### src/local_binary_pattern_3x3_unit_macros.svh
// ----------------------------------------------------------------------------
// LBP 3x3 assertion macros
// Concurrent assertion shorthands, empty in synthesis.
// ----------------------------------------------------------------------------
`ifndef LOCAL_BINARY_PATTERN_3X3_UNIT_MACROS_SVH
`define LOCAL_BINARY_PATTERN_3X3_UNIT_MACROS_SVH

`ifndef SYNTHESIS

// Same-cycle implication, sampled on clk_i, off while rst_ni is low.
`define LBP3_ASSERT_IMP(label, ante, cons) \
  label: assert property (@(posedge clk_i) disable iff (!rst_ni) (ante) |-> (cons)) \
    else $error("lbp3 assertion failed");

// Next-cycle implication.
`define LBP3_ASSERT_NXT(label, ante, cons) \
  label: assert property (@(posedge clk_i) disable iff (!rst_ni) (ante) |=> (cons)) \
    else $error("lbp3 assertion failed");

`else

`define LBP3_ASSERT_IMP(label, ante, cons)
`define LBP3_ASSERT_NXT(label, ante, cons)

`endif

`endif

### src/lbp3_ram.sv
// ----------------------------------------------------------------------------
// LBP 3x3 generic RAM
// One write port, one read port, registered read data (read-first).
// ----------------------------------------------------------------------------
module lbp3_ram #(
  parameter int unsigned WIDTH = 8,
  parameter int unsigned DEPTH = 256
) (
  input  logic                     clk_i,
  input  logic                     we_i,
  input  logic [$clog2(DEPTH)-1:0] waddr_i,
  input  logic [WIDTH-1:0]         wdata_i,
  input  logic                     re_i,
  input  logic [$clog2(DEPTH)-1:0] raddr_i,
  output logic [WIDTH-1:0]         rdata_o
);

  logic [WIDTH-1:0] mem_q [DEPTH];
  logic [WIDTH-1:0] rdata_q;

  always_ff @(posedge clk_i) begin
    if (we_i) begin
      mem_q[waddr_i] <= wdata_i;
    end
    if (re_i) begin
      rdata_q <= mem_q[raddr_i];
    end
  end

  assign rdata_o = rdata_q;

endmodule

### config.mk
export PLATFORM = sky130hd
export DESIGN_NAME = lbp3_ram
export DESIGN_NICKNAME = d
export VERILOG_FILES = /design/src/local_binary_pattern_3x3_unit_macros.svh /design/src/lbp3_ram.sv
export SDC_FILE = /design/constraint.sdc
export NUM_CORES = 2
export LEC_CHECK = 0
export BUFFER_PORTS_ARGS = -buffer_cell sky130_fd_sc_hd__buf_2
export CORE_MARGIN = 2
export CORE_UTILIZATION = 40
export DETAILED_ROUTE_END_ITERATION = 10
export HOLD_SLACK_MARGIN = 0.02
export PLACE_DENSITY = 0.55
export RECOVER_POWER = 25
export SLEW_MARGIN = 0
export SYNTH_ARGS = -nofsm -noshare
export SYNTH_HDL_FRONTEND = slang
export SYNTH_SLANG_ARGS = --single-unit
### constraint.sdc
create_clock -name clk_i -period 2.15 [get_ports clk_i]
set_input_delay 0.215 -clock clk_i [delete_from_list [all_inputs] [get_ports clk_i]]
set_output_delay 0.215 -clock clk_i [all_outputs]
set_load 0.01 [all_outputs]
==> impl_metrics.toml <==
[clock_tree]
numCtsBuffers = 208
clock_sinks = 2056
clock_path_buffers = 3
htreeDepth = 4
clk_pin_slew_worst_paths_ps = 70
clk_latency_ps = 850
ctsRootBufferMaster = "clkbuf_16"
cts_tree = "yes"

[sta]
min_period_ps = 2350
slew_violations = 296
post-route-period-util = 1.09
setup_violations = 60
fmax_mhz = 426
finalHoldViolCount = 0
tightest_slew_ps = 2290
maxSlewHeadroom = -0.528
setup_tns_ps = -1920
rsz0062_at_grt = "yes"
clock_skew_ps = 51.6
holdWs_ps = 121
setup_slack_ps = -198

[setup_path]
path_delay_family = "simple AND/OR/NAND/NOR gates"
r2r_cells = 7
worstSetupPathType = "flop to flop"
worstPathMaxFanout = 1
crit_chain = "mux4_2, o211ai_1, buf_4, nand3_1, nor4_4, buf_4, nor4_2"
r2r-start = "mem_q[51][0]$_DFFE_PP_"
endpoint_kind = "flop"
slowest_stage = "nor4_4"
worst-path-buf-inv = 2
critPathRequiredTime_ps = 2750
crit_cells = 7
crit_arrival_ps = 2950
rrSetupSlack_ps = -200
critPathMostFrequentCell = "buf_4"
cp-start-kind = "flop"
rr_endpoint = "rdata_o[0]$_DFFE_PP_"
slowest_delay_ps = 510

[synthesis]
synth_warnings = 0
synthArstFlopShare = 0
synth_seq_area_share = 0.775
avgSynthCellArea_sq_um = 21.3
ys_ff_latch = 2056
syn-cell-area_sq_um = 79600
synth_nets = 3760
synth_edf_count = 2056
synth_flop_cell = "edfxtp_1"
synthCells = 3733
ys_types = 54

[die]
num_rows = 163
die_h_microns = 450
die_x_microns = 450
die_area_sq_um = 203000
start_util = 0.403
io_pins = 35
core_sq_um = 198000

[place]
dp_hpwl_microns = 141000
gp_congestion = 0.860
pre_cts_slack_ps = -1430
portBuffers = 34

[cells_and_area]
fill_cells = 16066
nets = 4556
drive_gt1_frac = 0.337
area_growth_pct = 20.1

[run_status]
outcome = "finished, violations left"
violations = "capacitance limit, slew limit, setup timing"

[job]
cap_violations = 5

[grt]
grt_pass1_wl_microns = 306000
grt_overflow = 0
antenna_found_initial = 8
grt_pass1_vias = 41642
grt_max_degree = 85
grt_usage = 0.210

[power_and_ir_drop]
p_leak_nw = 30.9
power.density_nw_per_um2 = 874
ir_worst_vdd_v = 0.000696
power_mw = 83.5

[min_path]
worstHoldStart = "waddr_i[1]"
hold_class = "primary input to flop"
min_delay_worst_endpoint = "mem_q[171][6]$_DFFE_PP_"
whs_path_depth = 4

[route]
drtAntennaViolNets = 0
wire_per_inst_microns = 28.9
num_vias = 40890
drtPass1Iterations = 5
vias_per_cell = 5.56
drc = 0
wl_microns = 213000
drt_iter0_markers = 4440
worst max-delay path by stage:
stage | startpoint | end | slack, ps
floorplan | raddr_i[0] | rdata_o[0]$_DFFE_PP_ | -20
global placement | raddr_i[0] | rdata_o[0]$_DFFE_PP_ | -1450
detailed placement | raddr_i[0] | rdata_o[0]$_DFFE_PP_ | -1430
CTS | mem_q[195][5]$_DFFE_PP_ | rdata_o[5]$_DFFE_PP_ | -220
global route | mem_q[83][5]$_DFFE_PP_ | rdata_o[5]$_DFFE_PP_ | -250
finish | mem_q[51][0]$_DFFE_PP_ | rdata_o[0]$_DFFE_PP_ | -200
final cells by class:
class / instances / area [sq um] / share of cell area
Clock buffer: 260 / 5400 / 0.0565
Multi-Input combinational cell: 1442 / 16900 / 0.177
Sequential cell: 2056 / 61700 / 0.646
Tap cell: 2640 / 3300 / 0.0345
Timing Repair Buffer: 819 / 7210 / 0.0754
Clock inverter: 129 / 1020 / 0.0106
Antenna cell: 2 / 5.00 / 0.0000523
Inverter: 2 / 7.51 / 0.0000785
cells in the mapped netlist, drive strengths merged (28+ instances only):
master,number,area share
clkbuf,111,0.0052
o22ai,28,0.0022
nor2b,31,0.0024
buf,122,0.013
nand2,33,0.0016
a21oi,96,0.0060
nor2,282,0.013
nand3,34,0.0021
o221ai,47,0.0052
mux2i,134,0.017
edfxtp,2056,0.78
a22oi,133,0.013
mux4,456,0.13
registers in the layout (all words and copies together), names as in the netlist:
signal,cells
rdata_o,8
mem_q,2048
per-layer routing:
layer  up-vias  track usage  wire length, microns
met5         -            0                     0
met4         0       0.0588                  6020
met3       311       0.0366                 13500
met2      1478        0.338                103000
met1     21787        0.294                 90000
li1      17314            -                     -
per-stage QoR:
step	cells	util	instance area, sq um
after detailed placement	6950	0.450	89000
after floorplan	3733	-	79900
after global routing	7349	0.484	95600
after global placement	6950	0.450	89000
final	7350	0.484	95600
after CTS	7344	0.485	95800
cell usage in the layout, fill, tap and decap left out, drive strengths merged, types with 2 or more instances in the layout:
cell type / instances
o221ai: 47
a22oi: 133
a22o: 8
o22a: 5
a31oi: 2
nand3b: 2
a2111oi: 5
nand3: 34
a221oi: 14
a211oi: 16
o32ai: 5
edfxtp: 2056
a21oi: 96
diode: 2
clkbuf: 303
o211ai: 10
and2: 6
nor2b: 31
inv: 13
dlygate4sd3: 9
or2: 4
nor2: 282
mux2i: 134
and3b: 2
clkinvlp: 5
bufinv: 10
nor3: 22
nand2: 33
nand4: 10
mux4: 456
nor4: 27
clkinv: 103
o22ai: 28
o21ai: 12
buf: 767
a311oi: 2
nand2b: 8
power by group:
group          switching (mW)  total (mW)  internal [mW]  leakage (nW)
clock network            15.3        34.3           19.0          3.12
registers              0.0642        44.3           44.2          18.5
logic                    2.90        4.92           2.02          9.31
worst reg2reg max path, stage by stage, from the launching register on:
cell and delay (ps):
edfxtp_1 360, mux4_2 500, o211ai_1 180, buf_4 160, nand3_1 120, nor4_4 520, buf_4 220, nor4_2 40
kinds of logic after synthesis:
group           Yosys count  synth area share
flops                  2056             0.775
mux                     591             0.146
simple gates            466            0.0263
compound gates          385            0.0342
buf+inv                 235            0.0183
repair_timing:
item,in CTS,in global routing
setup endpoints to repair,8,8
endpoints found under the hold margin,883,0
gates resized for setup,54,16
buffers inserted,0,5
pin swaps,23,11
hold buffers,9,0
Power figures use the tool's default switching activity.
