## config.mk

```make
export PLATFORM = sky130hd
export DESIGN_NAME = lbp3_out_fifo
export DESIGN_NICKNAME = d
export VERILOG_FILES = /design/src/lbp3_pkg.sv /design/src/lbp3_out_fifo.sv
export VERILOG_INCLUDE_DIRS = /design/src /design/src/src
export SDC_FILE = /design/constraint.sdc
export NUM_CORES = 1
export LEC_CHECK = 0
export ABC_AREA = 1
export BUFFER_PORTS_ARGS = -buffer_cell sky130_fd_sc_hd__buf_2
export CAP_MARGIN = 20
export CORE_MARGIN = 5
export CORE_UTILIZATION = 40
export DETAILED_ROUTE_END_ITERATION = 12
export GPL_ROUTABILITY_DRIVEN = 0
export PLACE_DENSITY = 0.59
export SETUP_SLACK_MARGIN = 0.05
export SYNTH_ARGS = -nofsm -noshare
export SYNTH_HDL_FRONTEND = slang
export SYNTH_SLANG_ARGS = --single-unit
export TNS_END_PERCENT = 1
```

## constraint.sdc

```tcl
create_clock -name clk_i -period 2.75 [get_ports clk_i]
set_input_delay 0.4125 -clock clk_i [delete_from_list [all_inputs] [get_ports clk_i]]
set_output_delay 0.4125 -clock clk_i [all_outputs]
set_load 0.03 [all_outputs]
```

## src/local_binary_pattern_3x3_unit_macros.svh

```systemverilog
// ----------------------------------------------------------------------------
// LBP 3x3 assertion macros
// Concurrent assertion shorthands, empty in synthesis.
// ----------------------------------------------------------------------------
`ifndef LOCAL_BINARY_PATTERN_3X3_UNIT_MACROS_SVH
`define LOCAL_BINARY_PATTERN_3X3_UNIT_MACROS_SVH

`ifndef SYNTHESIS

// Same-cycle implication, sampled on clk_i, off while rst_ni is low.
`define LBP3_ASSERT_IMP(label, ante, cons) \
  label: assert property (@(posedge clk_i) disable iff (!rst_ni) (ante) |-> (cons)) \
    else $error("lbp3 assertion failed");

// Next-cycle implication.
`define LBP3_ASSERT_NXT(label, ante, cons) \
  label: assert property (@(posedge clk_i) disable iff (!rst_ni) (ante) |=> (cons)) \
    else $error("lbp3 assertion failed");

`else

`define LBP3_ASSERT_IMP(label, ante, cons)
`define LBP3_ASSERT_NXT(label, ante, cons)

`endif

`endif

```

## src/lbp3_pkg.sv

```systemverilog
// ----------------------------------------------------------------------------
// LBP 3x3 package
// Shared constants, register and command codes, result item type.
// ----------------------------------------------------------------------------
package lbp3_pkg;

  localparam int unsigned CODE_BITS  = 8;
  localparam int unsigned DIM_BITS   = 13;
  localparam int unsigned ROW_BITS   = 12;
  localparam int unsigned MAX_HEIGHT = 4096;
  localparam int unsigned CFG_IDX_BITS = 2;
  localparam int unsigned TBL_DEPTH  = 256;
  localparam int unsigned FIFO_DEPTH = 4;
  localparam int unsigned FIFO_PTR_BITS = 2;
  localparam int unsigned FIFO_CNT_BITS = 3;

  localparam logic [DIM_BITS-1:0] WIDTH_RESET  = 13'd640;
  localparam logic [DIM_BITS-1:0] HEIGHT_RESET = 13'd480;

  typedef enum logic [CFG_IDX_BITS-1:0] {
    REG_FRAME_WIDTH    = 2'd0,
    REG_FRAME_HEIGHT   = 2'd1,
    REG_UNIFORM_ENABLE = 2'd2,
    REG_SIGNED_COMPARE = 2'd3
  } cfg_reg_e;

  typedef enum logic {
    CMD_PIXEL = 1'b0,
    CMD_TABLE = 1'b1
  } cmd_e;

  typedef struct packed {
    logic [CODE_BITS-1:0] code;
    logic                 frame_last;
  } out_item_t;

endpackage

```

## src/lbp3_out_fifo.sv

```systemverilog
// ----------------------------------------------------------------------------
// LBP 3x3 output FIFO
// Small result queue decoupling the pipeline from the consumer.
// ----------------------------------------------------------------------------
`include "local_binary_pattern_3x3_unit_macros.svh"

module lbp3_out_fifo (
  input  logic                clk_i,
  input  logic                rst_ni,
  input  logic                push_i,
  input  lbp3_pkg::out_item_t push_data_i,
  input  logic                pop_i,
  output logic                valid_o,
  output lbp3_pkg::out_item_t data_o
);

  lbp3_pkg::out_item_t                    slot_q [lbp3_pkg::FIFO_DEPTH];
  logic [lbp3_pkg::FIFO_PTR_BITS-1:0]     wr_ptr_q, rd_ptr_q;
  logic [lbp3_pkg::FIFO_CNT_BITS-1:0]     count_q;
  logic                                   do_pop;

  assign valid_o = (count_q != '0);
  assign data_o  = slot_q[rd_ptr_q];
  assign do_pop  = pop_i && valid_o;

  always_ff @(posedge clk_i) begin
    if (push_i) begin
      slot_q[wr_ptr_q] <= push_data_i;
    end
  end

  always_ff @(posedge clk_i or negedge rst_ni) begin
    if (!rst_ni) begin
      wr_ptr_q <= '0;
      rd_ptr_q <= '0;
      count_q  <= '0;
    end else begin
      if (push_i) begin
        wr_ptr_q <= wr_ptr_q + 1'b1;
      end
      if (do_pop) begin
        rd_ptr_q <= rd_ptr_q + 1'b1;
      end
      unique case ({push_i, do_pop})
        2'b10:   count_q <= count_q + 1'b1;
        2'b01:   count_q <= count_q - 1'b1;
        default: count_q <= count_q;
      endcase
    end
  end

  // Upstream credit keeps the queue from overflowing.
  `LBP3_ASSERT_IMP(a_fifo_no_overflow,
    push_i && !do_pop, count_q < lbp3_pkg::FIFO_CNT_BITS'(lbp3_pkg::FIFO_DEPTH))

endmodule

```

==> summary by stage <==
Outcome
The flow ran to the end, and the final reports show no timing, DRC or antenna violations.

Floorplanning
The I/O pin count is 23. The placeable core area is around 4800 um2. For this configuration, the core starts out at a cell density of 41.6%. The overall die height is 80.3 um. The width of the die is 80.3 um. The overall die area is 6450 um2. The total number of placement rows is 25.

Drt
In this run the remaining antenna-violating nets after routing total 0. The count of vias placed by the detailed router is approximately 1100. In this run, the number of DRC markers left after iteration 0 of detailed routing was 34. Dividing the detail-routed wire length by the instance count gives 13.3 um. Wires add up to 3.38 mm. The via-per-instance ratio is about 4.5. The number of detailed-routing iterations run before antenna repair is 4. The number of remaining DRC errors is 0.

Synthesis
The cell type contributing the most total cell area after synthesis is sky130_fd_sc_hd__edfxtp_1. The largest family of logic cells by synthesized area is compound AO/OA/AOI/OAI gates. The cell area that synthesis handed to floorplanning was approximately 2000 um2. Summing the areas of all and, or, nand and nor instances in the mapped netlist gives around a tenth of the synthesized area. The number of different library cells used by synthesis comes to 19. Synthesis handed over a netlist of 161 instances. The compound-cell area share of the yosys netlist is between 10% and 20%.

The synthesized netlist devotes less than 1% of its cell area to XOR and XNOR gates. Yosys attributes the largest share of cell area to sky130_fd_sc_hd__edfxtp_1 (55%), sky130_fd_sc_hd__o211ai_2 (11%), sky130_fd_sc_hd__dfrtp_1 (8.9%). After synthesis, the largest area contributor takes up 54.6% of total cell area.

Counting flops with an async set or reset pin after synthesis yields a share of 16.3%. The multiplexer share of the synthesized area is 0%. By count the netlist is led by sky130_fd_sc_hd__nand2_1 (44), sky130_fd_sc_hd__edfxtp_1 (36), sky130_fd_sc_hd__inv_1 (25), sky130_fd_sc_hd__o211ai_2 (18), sky130_fd_sc_hd__inv_2 (9). The share of the Yosys chip area taken by registers is between 60 and 70%. The synthesized netlist devotes 4.17% of its cell area to adder and majority cells.

The library cell with the highest instance count after synthesis is sky130_fd_sc_hd__nand2_1. The net count after synthesis is 180. The post-synthesis sequential element count is 43. The synthesized design contains 36 enable-type register cells. For this run, the leading register cell type out of synthesis is sky130_fd_sc_hd__edfxtp_1.

After synthesis, the mean cell area works out to around 12 um2. The count of warnings emitted by yosys is 0.

STA
The timing-limited maximum frequency is between 0.4 and 0.5 GHz. For the final routed database, the setup TNS stands at 0 ps. The number of hold violations in the final report was 0. After layout, the minimum clock period comes to 2190 ps. Setup violations remaining at the end of the flow were counted as 0. Setup repair after global routing left no endpoint under its margin.

The clock skew after layout is 2.70 ps. The worst path uses 79.6% of the clock period. The actual slew at the worst max-slew pin is approximately 760 ps. Final hold analysis gives a worst-case slack of 332 ps.

The setup slack of the critical path after layout is roughly 560 ps. The number of slew-limit violations in the final report is 0. The worst-case headroom to the max-slew limit is 49.2%.

GRT
The first global-routing pass estimated between 5 and 6 mm of wire. The via count of the first global-routing pass was 1231. The leftover overflow at the end of global routing is 0. For this run, the total global-route usage over all layers was measured as 12.0%. The initial antenna violation count is 0. The maximum number of pins on one net before global-route repair is 39.

Clock network
Clock tree synthesis selected as its root buffer the cell sky130_fd_sc_hd__clkbuf_8. The total clock buffers created by CTS is 5. The clock drives 43 sinks.

TritonCTS built the clock tree. The post-CTS resize count is 0. The buffer count from post-CTS setup fixing is 0. The clock latency on the worst-skew pair is roughly 290 ps. The depth of the CTS H-tree is 2. Clock-pin slew was measured on the worst setup and hold paths at roughly 80 ps. Counting along the longest clock path gives a buffer depth of 2.

Critical path
The type of element capturing the critical path is an output port. The setup check on the worst reg-to-reg path leaves a slack of 990 ps. The critical path launch point type is a register.

The highest fanout seen on the critical path is 38. The logic depth of the worst register-to-register path is 11. The data arrival time of the worst path is 1780 ps. The terminus of the critical flop-to-flop path is count_q[2]. For the worst setup path, the data required time is 2340 ps. The critical path class is reg2out. The startpoint of the worst register-to-register path is count_q[0].

Placement
The HPWL after detailed placement is 2.33 mm. The total of buffers placed on input and output ports is 22. Prior to clock tree synthesis, the placed netlist has a worst setup slack of just under 900 ps. After detailed placement, the total cell area comes to 2120 um2.

Power
The worst-case vdd ir drop is 0.000457 V. The total leakage power is 0.996 nW. Power spread over the standard cell area amounts to 1060 nW/um2.

Min path
The type of the tightest min-delay check is in2reg. The worst hold path terminates at slot_q[3][1]. In this run the most critical hold path is launched from push_data_i[1]. Counting instances, the worst hold path has a depth of 1.

Layout
At the end of the flow the core is filled with cells to 46.7%. The post-layout instance area is 2220 um2. From synthesis to final layout, the design area changed by 12.1%.

Fill cells in the final layout number 465. The post-layout net count is 205. 0 antenna diodes ended up in the layout. Cells with a size suffix above 1 make up between 30% and 40% of the layout.

Job
Across the run, the number of max-cap violations was 0.
==> sequential cells by signal (all words and copies together) (netlist names) <==
| register | count |
|---|---|
| slot_q | 36 |
| count_q | 3 |
| rd_ptr_q | 2 |
| wr_ptr_q | 2 |
==> cell type report <==
type / count / area, um2 / area share, %
Inverter: 34 / 128 / 5.75
Multi-Input combinational cell: 78 / 533 / 24.0
Sequential cell: 43 / 1260 / 56.6
Clock buffer: 7 / 86.3 / 3.89
Timing Repair Buffer: 24 / 128 / 5.75
Tap cell: 67 / 83.8 / 3.78
Clock inverter: 1 / 3.75 / 0.169
==> per-layer routing <==
metal,track usage [%],wire length (um),up-vias
met2,21.1,1740,15
li1,-,-,579
met1,13.8,1470,549
met3,3.81,114,5
met5,0,0,-
met4,4.05,49,0
==> power by group <==
| group | total (mW) | leakage (nW) | switching (mW) | internal, mW |
|---|---|---|---|---|
| Combinational | 0.994 | 0.535 | 0.690 | 0.304 |
| Sequential | 0.961 | 0.415 | 0.0896 | 0.871 |
| Clock | 0.406 | 0.0459 | 0.205 | 0.201 |
==> worst max path at each step <==
stage	startpoint	slack [ps]	to	cells after the start
after floorplan	count_q[0]	880	count_q[1]	8
after global placement	rd_ptr_q[0]	920	data_o[2]	5
after detailed placement	rd_ptr_q[0]	870	data_o[4]	5
after CTS	rd_ptr_q[0]	540	data_o[7]	5
after global routing	rd_ptr_q[0]	410	data_o[7]	5
final	rd_ptr_q[0]	560	data_o[7]	5
==> layout by cell type, fill, tap and decap left out, drive strengths merged <==
cell type     n
nand4         1
dfrtp         7
o211ai       18
nand3         4
edfxtp       36
xor2          1
clkinv        1
dlygate4sd3   1
nand2        45
o21ai         2
xnor2         1
clkbuf        7
inv          34
fa            1
ha            5
buf          23
==> through the flow <==
step / std cells / power (mW)
after global routing: 254 / 2.54
after CTS: 254 / 2.41
after global placement: 245 / 1.95
after floorplan: 161 / 1.79
final: 254 / 2.36
after detailed placement: 245 / 2.00
==> cell families (layout without fill, tap and decap cells) <==
group,Yosys count,in the layout
simple gates,50,50
flops,43,43
buf+inv,40,66
compound gates,20,20
fa+ha+maj,6,6
xor+xnor,2,2
==> critical path, cell delays in order, from the launching register on <==
cell	delay [ps]
sky130_fd_sc_hd__dfrtp_1	410
sky130_fd_sc_hd__inv_2	570
sky130_fd_sc_hd__nand2_1	150
sky130_fd_sc_hd__o211ai_2	100
sky130_fd_sc_hd__nand2_1	70
sky130_fd_sc_hd__buf_2	180
==> repair_timing <==
action,4_1_cts,5_1_grt
endpoints found under the setup margin,0,0
hold endpoints to repair,7,0
hold buffers,1,0
No activity file was read; power rests on OpenSTA's default activity.
