[config.mk]
export PLATFORM = sky130hd
export DESIGN_NAME = lbp3_window
export DESIGN_NICKNAME = d
export VERILOG_FILES = /design/src/local_binary_pattern_3x3_unit_macros.svh /design/src/lbp3_pkg.sv /design/src/lbp3_window.sv
export SDC_FILE = /design/constraint.sdc
export NUM_CORES = 1
export LEC_CHECK = 0
export ABC_AREA = 0
export BUFFER_PORTS_ARGS = -buffer_cell sky130_fd_sc_hd__buf_2
export CAP_MARGIN = 20
export CORE_UTILIZATION = 31
export DETAILED_ROUTE_END_ITERATION = 10
export GPL_TIMING_DRIVEN = 0
export PLACE_DENSITY = 0.46
export SYNTH_ARGS = -nofsm -noshare
export SYNTH_HDL_FRONTEND = slang
export SYNTH_SLANG_ARGS = --single-unit
[constraint.sdc]
create_clock -name clk_i -period 1.59 [get_ports clk_i]
set_input_delay 0.0795 -clock clk_i [delete_from_list [all_inputs] [get_ports clk_i]]
set_output_delay 0.0795 -clock clk_i [all_outputs]
set_load 0.03 [all_outputs]
[src/local_binary_pattern_3x3_unit_macros.svh]
// ----------------------------------------------------------------------------
// LBP 3x3 assertion macros
// Concurrent assertion shorthands, empty in synthesis.
// ----------------------------------------------------------------------------
`ifndef LOCAL_BINARY_PATTERN_3X3_UNIT_MACROS_SVH
`define LOCAL_BINARY_PATTERN_3X3_UNIT_MACROS_SVH

`ifndef SYNTHESIS

// Same-cycle implication, sampled on clk_i, off while rst_ni is low.
`define LBP3_ASSERT_IMP(label, ante, cons) \
  label: assert property (@(posedge clk_i) disable iff (!rst_ni) (ante) |-> (cons)) \
    else $error("lbp3 assertion failed");

// Next-cycle implication.
`define LBP3_ASSERT_NXT(label, ante, cons) \
  label: assert property (@(posedge clk_i) disable iff (!rst_ni) (ante) |=> (cons)) \
    else $error("lbp3 assertion failed");

`else

`define LBP3_ASSERT_IMP(label, ante, cons)
`define LBP3_ASSERT_NXT(label, ante, cons)

`endif

`endif

[src/lbp3_pkg.sv]
// ----------------------------------------------------------------------------
// LBP 3x3 package
// Shared constants, register and command codes, result item type.
// ----------------------------------------------------------------------------
package lbp3_pkg;

  localparam int unsigned CODE_BITS  = 8;
  localparam int unsigned DIM_BITS   = 13;
  localparam int unsigned ROW_BITS   = 12;
  localparam int unsigned MAX_HEIGHT = 4096;
  localparam int unsigned CFG_IDX_BITS = 2;
  localparam int unsigned TBL_DEPTH  = 256;
  localparam int unsigned FIFO_DEPTH = 4;
  localparam int unsigned FIFO_PTR_BITS = 2;
  localparam int unsigned FIFO_CNT_BITS = 3;

  localparam logic [DIM_BITS-1:0] WIDTH_RESET  = 13'd640;
  localparam logic [DIM_BITS-1:0] HEIGHT_RESET = 13'd480;

  typedef enum logic [CFG_IDX_BITS-1:0] {
    REG_FRAME_WIDTH    = 2'd0,
    REG_FRAME_HEIGHT   = 2'd1,
    REG_UNIFORM_ENABLE = 2'd2,
    REG_SIGNED_COMPARE = 2'd3
  } cfg_reg_e;

  typedef enum logic {
    CMD_PIXEL = 1'b0,
    CMD_TABLE = 1'b1
  } cmd_e;

  typedef struct packed {
    logic [CODE_BITS-1:0] code;
    logic                 frame_last;
  } out_item_t;

endpackage

[src/lbp3_window.sv]
// ----------------------------------------------------------------------------
// LBP 3x3 window
// Two stored columns plus the incoming column; eight compares to a code.
// ----------------------------------------------------------------------------
module lbp3_window #(
  parameter int unsigned PIXEL_BITS = 8
) (
  input  logic                           clk_i,
  input  logic                           rst_ni,
  input  logic                           shift_i,
  input  logic                           signed_i,
  input  logic [PIXEL_BITS-1:0]          up_i,
  input  logic [PIXEL_BITS-1:0]          mid_i,
  input  logic [PIXEL_BITS-1:0]          low_i,
  output logic [lbp3_pkg::CODE_BITS-1:0] code_o
);

  // [0..2] column c-2 (top, middle, bottom), [3..5] column c-1
  logic [PIXEL_BITS-1:0] win_q [6];
  logic [PIXEL_BITS-1:0] flip;
  logic [PIXEL_BITS-1:0] k_c;

  // Signed order equals unsigned order with the sign bit inverted.
  assign flip = {signed_i, {(PIXEL_BITS-1){1'b0}}};
  assign k_c  = win_q[4] ^ flip;

  always_comb begin
    code_o[7] = (win_q[0] ^ flip) >= k_c;
    code_o[6] = (win_q[3] ^ flip) >= k_c;
    code_o[5] = (up_i     ^ flip) >= k_c;
    code_o[4] = (mid_i    ^ flip) >= k_c;
    code_o[3] = (low_i    ^ flip) >= k_c;
    code_o[2] = (win_q[5] ^ flip) >= k_c;
    code_o[1] = (win_q[2] ^ flip) >= k_c;
    code_o[0] = (win_q[1] ^ flip) >= k_c;
  end

  always_ff @(posedge clk_i or negedge rst_ni) begin
    if (!rst_ni) begin
      for (int i = 0; i < 6; i++) begin
        win_q[i] <= '0;
      end
    end else if (shift_i) begin
      win_q[0] <= win_q[3];
      win_q[1] <= win_q[4];
      win_q[2] <= win_q[5];
      win_q[3] <= up_i;
      win_q[4] <= mid_i;
      win_q[5] <= low_i;
    end
  end

endmodule

==> impl_metrics.yaml <==
power_and_ir_drop:
  fin_total_pwr_uw: 3840
  power.static_leakage_uw: 0.00185
  max_rail_drop_vdd_mv: 0.509
  cellPowerDensity_nw_per_um2: 929
  p_int_uw: 2580
  combinationalPowerShare: 0.354
  power.share.switching: 0.330
  switching_power_uw: 1270
  sequentialPowerShare: 0.386
  power.clock.fraction: 0.260
setup_path:
  source_of_the_critical_timing_path: "win_q[9]"
  worst_ep_arrival_time_ps: 2150
  cp-end-kind: "output port"
  critical_path.max_fanout: 5
  worst_ep_required_time_ps: 1510
  worstSetupStartpointType: "flip-flop"
  setup.worst_path.class: "reg -> out"
  reg2reg_from: "win_q[15]"
run_status:
  status: "finished with violations"
  violations: "setup timing"
global_route:
  global_route.overflow_total: 0
  grt_max_degree: 29
  grt_first_pass_wirelength_um: 14200
  grt_antenna_before_repair: 0
  grtUsageTotal: 0.171
  grt_pass1_vias: 2602
route:
  finalWirelength_um: 8660
  top_signal_layer_used: "met4"
  routedWlPerCell_um: 17.2
  detail_route.wirelength.met1_um: 4460
  drt-vias-per-instance: 5.07
  drt_pass_1_iters: 4
  drt_first_iter_violations: 91
  post-route-drc-count: 0
  route.vias.total: 2548
  met3_wirelength_um: 217
  wl_met2_um: 3920
  ant_nets: 0
cts:
  clock_sink_count: 48
  clock_tree.buffer_depth: 2
  cts_inserted_buffers: 5
  clk_pin_slew_worst_paths_ps: 100
  cts_tree: "built"
  worstSkewPairLatency_ps: 310
  clockRootBuffer: "sky130_fd_sc_hd__clkbuf_8"
  cts-htree-levels: 2
sta:
  fin_tns_setup_ps: -4700
  worst_slew_pin_slew_ps: 566
  final_clock_period_utilization_by_the_worst_path: 1.40
  finalSetupViolations: 8
  report.final.slew_viol_count: 0
  finalClockSkew_ps: 15.0
  finalHoldViolations: 0
  min_period_ps: 2230
  layout_setup_ws_ps: -638
  timing.slew.headroom: 0.623
  max_clock_freq_ghz: 0.449
  fin_worst_hold_slack_ps: 6.96
  grt_setup_unrepaired: "yes"
cells_and_area:
  final_layout_size_suffix_gt1_frac: 0.338
  final_cell_count_without_fillers: 503
  antennaDiodeCount: 0
  max_flop_register: "win_q"
  fin_area_sq_um: 4140
  area_growth_syn_to_layout_pct: 27.3
  reg.largest.list: "win_q (48)"
  finalNetCount: 450
  max_ffs_per_register: 48
floorplanning:
  area_of_the_die_sq_um: 10900
  chipWidth_um: 104
  floorplan.core_area_sq_um: 10200
  initial_core_util: 0.317
  die-height_um: 104
  std_cell_rows: 37
  ioPinCount: 36
yosys:
  postSynthCellCount: 309
  synth_seq_area_share: 0.370
  synthDistinctLibCells: 34
  syn_nets: 393
  synth.ff_latch_count: 48
  synth_area_per_cell_sq_um: 10.5
  yosys_warnings: 0
  synth.cell_area_sq_um: 3250
placed_design:
  hpwl_um: 6240
  numPortBuffers: 34
  dpl_cell_area_sq_um: 3640
  placed_cells: 480
  place_congestion: 0.756
run:
  max_cap_viol_count: 0
hold_path:
  hp-start: "mid_i[6]"
  holdCritPathClass: "in -> reg"
## routing by layer
metal	global-route usage	up-vias
li1	-	1250
met1	0.246	1254
met2	0.268	40
met3	0.0269	4
met4	0.0418	0
met5	0	-
## layout by cell type (no fill, tap or decap), drive strengths merged
cell type	Yosys	final
dlygate4sd3	0	3
o21a	4	4
dfrtp	48	48
nand2	23	23
a21oi	12	12
or2	4	4
o221ai	1	1
mux2i	1	1
xor2	1	1
nand2b	4	4
nand3	4	4
o21ai	25	25
ha	56	56
o211ai	9	9
bufinv	0	1
o41ai	1	1
o22ai	4	4
inv	27	22
or3	1	1
a211oi	3	3
nor2	7	7
or3b	2	2
mux2	34	34
clkinvlp	0	5
buf	6	53
nor4	5	5
a221o	4	4
a31oi	2	2
a22o	5	5
xnor2	3	3
clkbuf	4	11
maj3	4	4
a211o	3	3
o2111ai	2	2
## through the flow
stage | utilization | setup slack (ps)
4_1_cts | 0.392 | -670
6_report | 0.404 | -638
5_1_grt | 0.404 | -725
3_5_place_dp | 0.356 | -430
2_1_floorplan | - | -115
3_3_place_gp | 0.354 | -439
## path summary, 6_finish.rpt
kind / to / slack, ps / cells after the start
worst max-delay path: code_o[5] / -640 / 8
worst min-delay path: win_q[14] / 7 / 3
worst max register to register: win_q[39] / 570 / 2
worst min register to register: win_q[40] / 500 / 2
max in group asynchronous: win_q[8] / 770 / 3
min in group asynchronous: win_q[12] / 270 / 2
## logic make-up after synthesis
group	after synthesis	synth area share
AO/OA/AOI/OAI	75	0.150
adder cells (fa/ha/maj)	60	0.228
multiplexers	35	0.121
flip-flops	48	0.370
buffers and inverters	37	0.0470
XOR/XNOR	4	0.0108
AND/OR/NAND/NOR	50	0.0732
## power groups by stage
stage	clock [uW]	combinational, uW	sequential (uW)
5_1_grt	1080	1520	1510
6_report	998	1360	1490
2_1_floorplan	0	826	1460
3_5_place_dp	0	1150	1500
4_1_cts	1030	1300	1480
3_3_place_gp	0	1130	1500
## final cells by class
class                   count  area, sq um
repair buffers             50          402
inverters                  27          120
fillers                  1003         6090
multi-input cells         224         2060
flip-flops and latches     48         1200
clock inverters             1         30.0
plain buffers              10         51.3
well taps                 136          170
clock buffers               7         96.3
## Yosys cell counts
library cell                number  area share
sky130_fd_sc_hd__xnor2_1         3      0.0081
sky130_fd_sc_hd__o41ai_1         1      0.0027
sky130_fd_sc_hd__clkbuf_1        4      0.0046
sky130_fd_sc_hd__or3b_1          2      0.0054
sky130_fd_sc_hd__mux2i_1         1      0.0031
sky130_fd_sc_hd__a211o_1         3      0.0081
sky130_fd_sc_hd__dfrtp_1        48        0.37
sky130_fd_sc_hd__ha_1           56        0.22
sky130_fd_sc_hd__maj3_1          4       0.012
sky130_fd_sc_hd__a21oi_1        12       0.018
sky130_fd_sc_hd__a211oi_1        3      0.0069
sky130_fd_sc_hd__o22ai_1         4      0.0077
sky130_fd_sc_hd__or3_1           1      0.0019
sky130_fd_sc_hd__a22o_1          5       0.013
sky130_fd_sc_hd__nor4_1          5      0.0096
sky130_fd_sc_hd__nand2_1        23       0.027
sky130_fd_sc_hd__nor2_1          7      0.0081
sky130_fd_sc_hd__mux2_2         34        0.12
sky130_fd_sc_hd__inv_2           1      0.0012
sky130_fd_sc_hd__o211ai_1        9       0.021
sky130_fd_sc_hd__nand3_1         4      0.0062
sky130_fd_sc_hd__o21a_1          4      0.0092
sky130_fd_sc_hd__buf_2           5      0.0077
sky130_fd_sc_hd__nand2b_1        4      0.0077
sky130_fd_sc_hd__buf_6           1      0.0035
sky130_fd_sc_hd__inv_1          26       0.030
sky130_fd_sc_hd__xor2_1          1      0.0027
sky130_fd_sc_hd__a31oi_1         2      0.0039
sky130_fd_sc_hd__o21ai_0        24       0.037
sky130_fd_sc_hd__o2111ai_1       2      0.0054
sky130_fd_sc_hd__o221ai_1        1      0.0027
sky130_fd_sc_hd__or2_1           4      0.0077
sky130_fd_sc_hd__o21ai_1         1      0.0015
sky130_fd_sc_hd__a221o_1         4       0.012
## repair_timing
action | CTS | global route
setup endpoints to repair | 8 | 8
pin swaps | 5 | 9
resized for setup | 23 | 18
cloned | 0 | 0
buffers inserted | 10 | 2
hold buffers | 3 | 0
endpoints found under the hold margin | 22 | 0
## critical path, cell delays in order, from the launching register on
cell and delay, ps:
sky130_fd_sc_hd__dfrtp_1 400, sky130_fd_sc_hd__clkinvlp_4 130, sky130_fd_sc_hd__buf_12 150, sky130_fd_sc_hd__ha_4 150, sky130_fd_sc_hd__or3b_4 360, sky130_fd_sc_hd__o2111ai_2 70
sky130_fd_sc_hd__a31oi_1 110, sky130_fd_sc_hd__a211o_1 320, sky130_fd_sc_hd__buf_6 150
(Power assumes the default switching activity.)
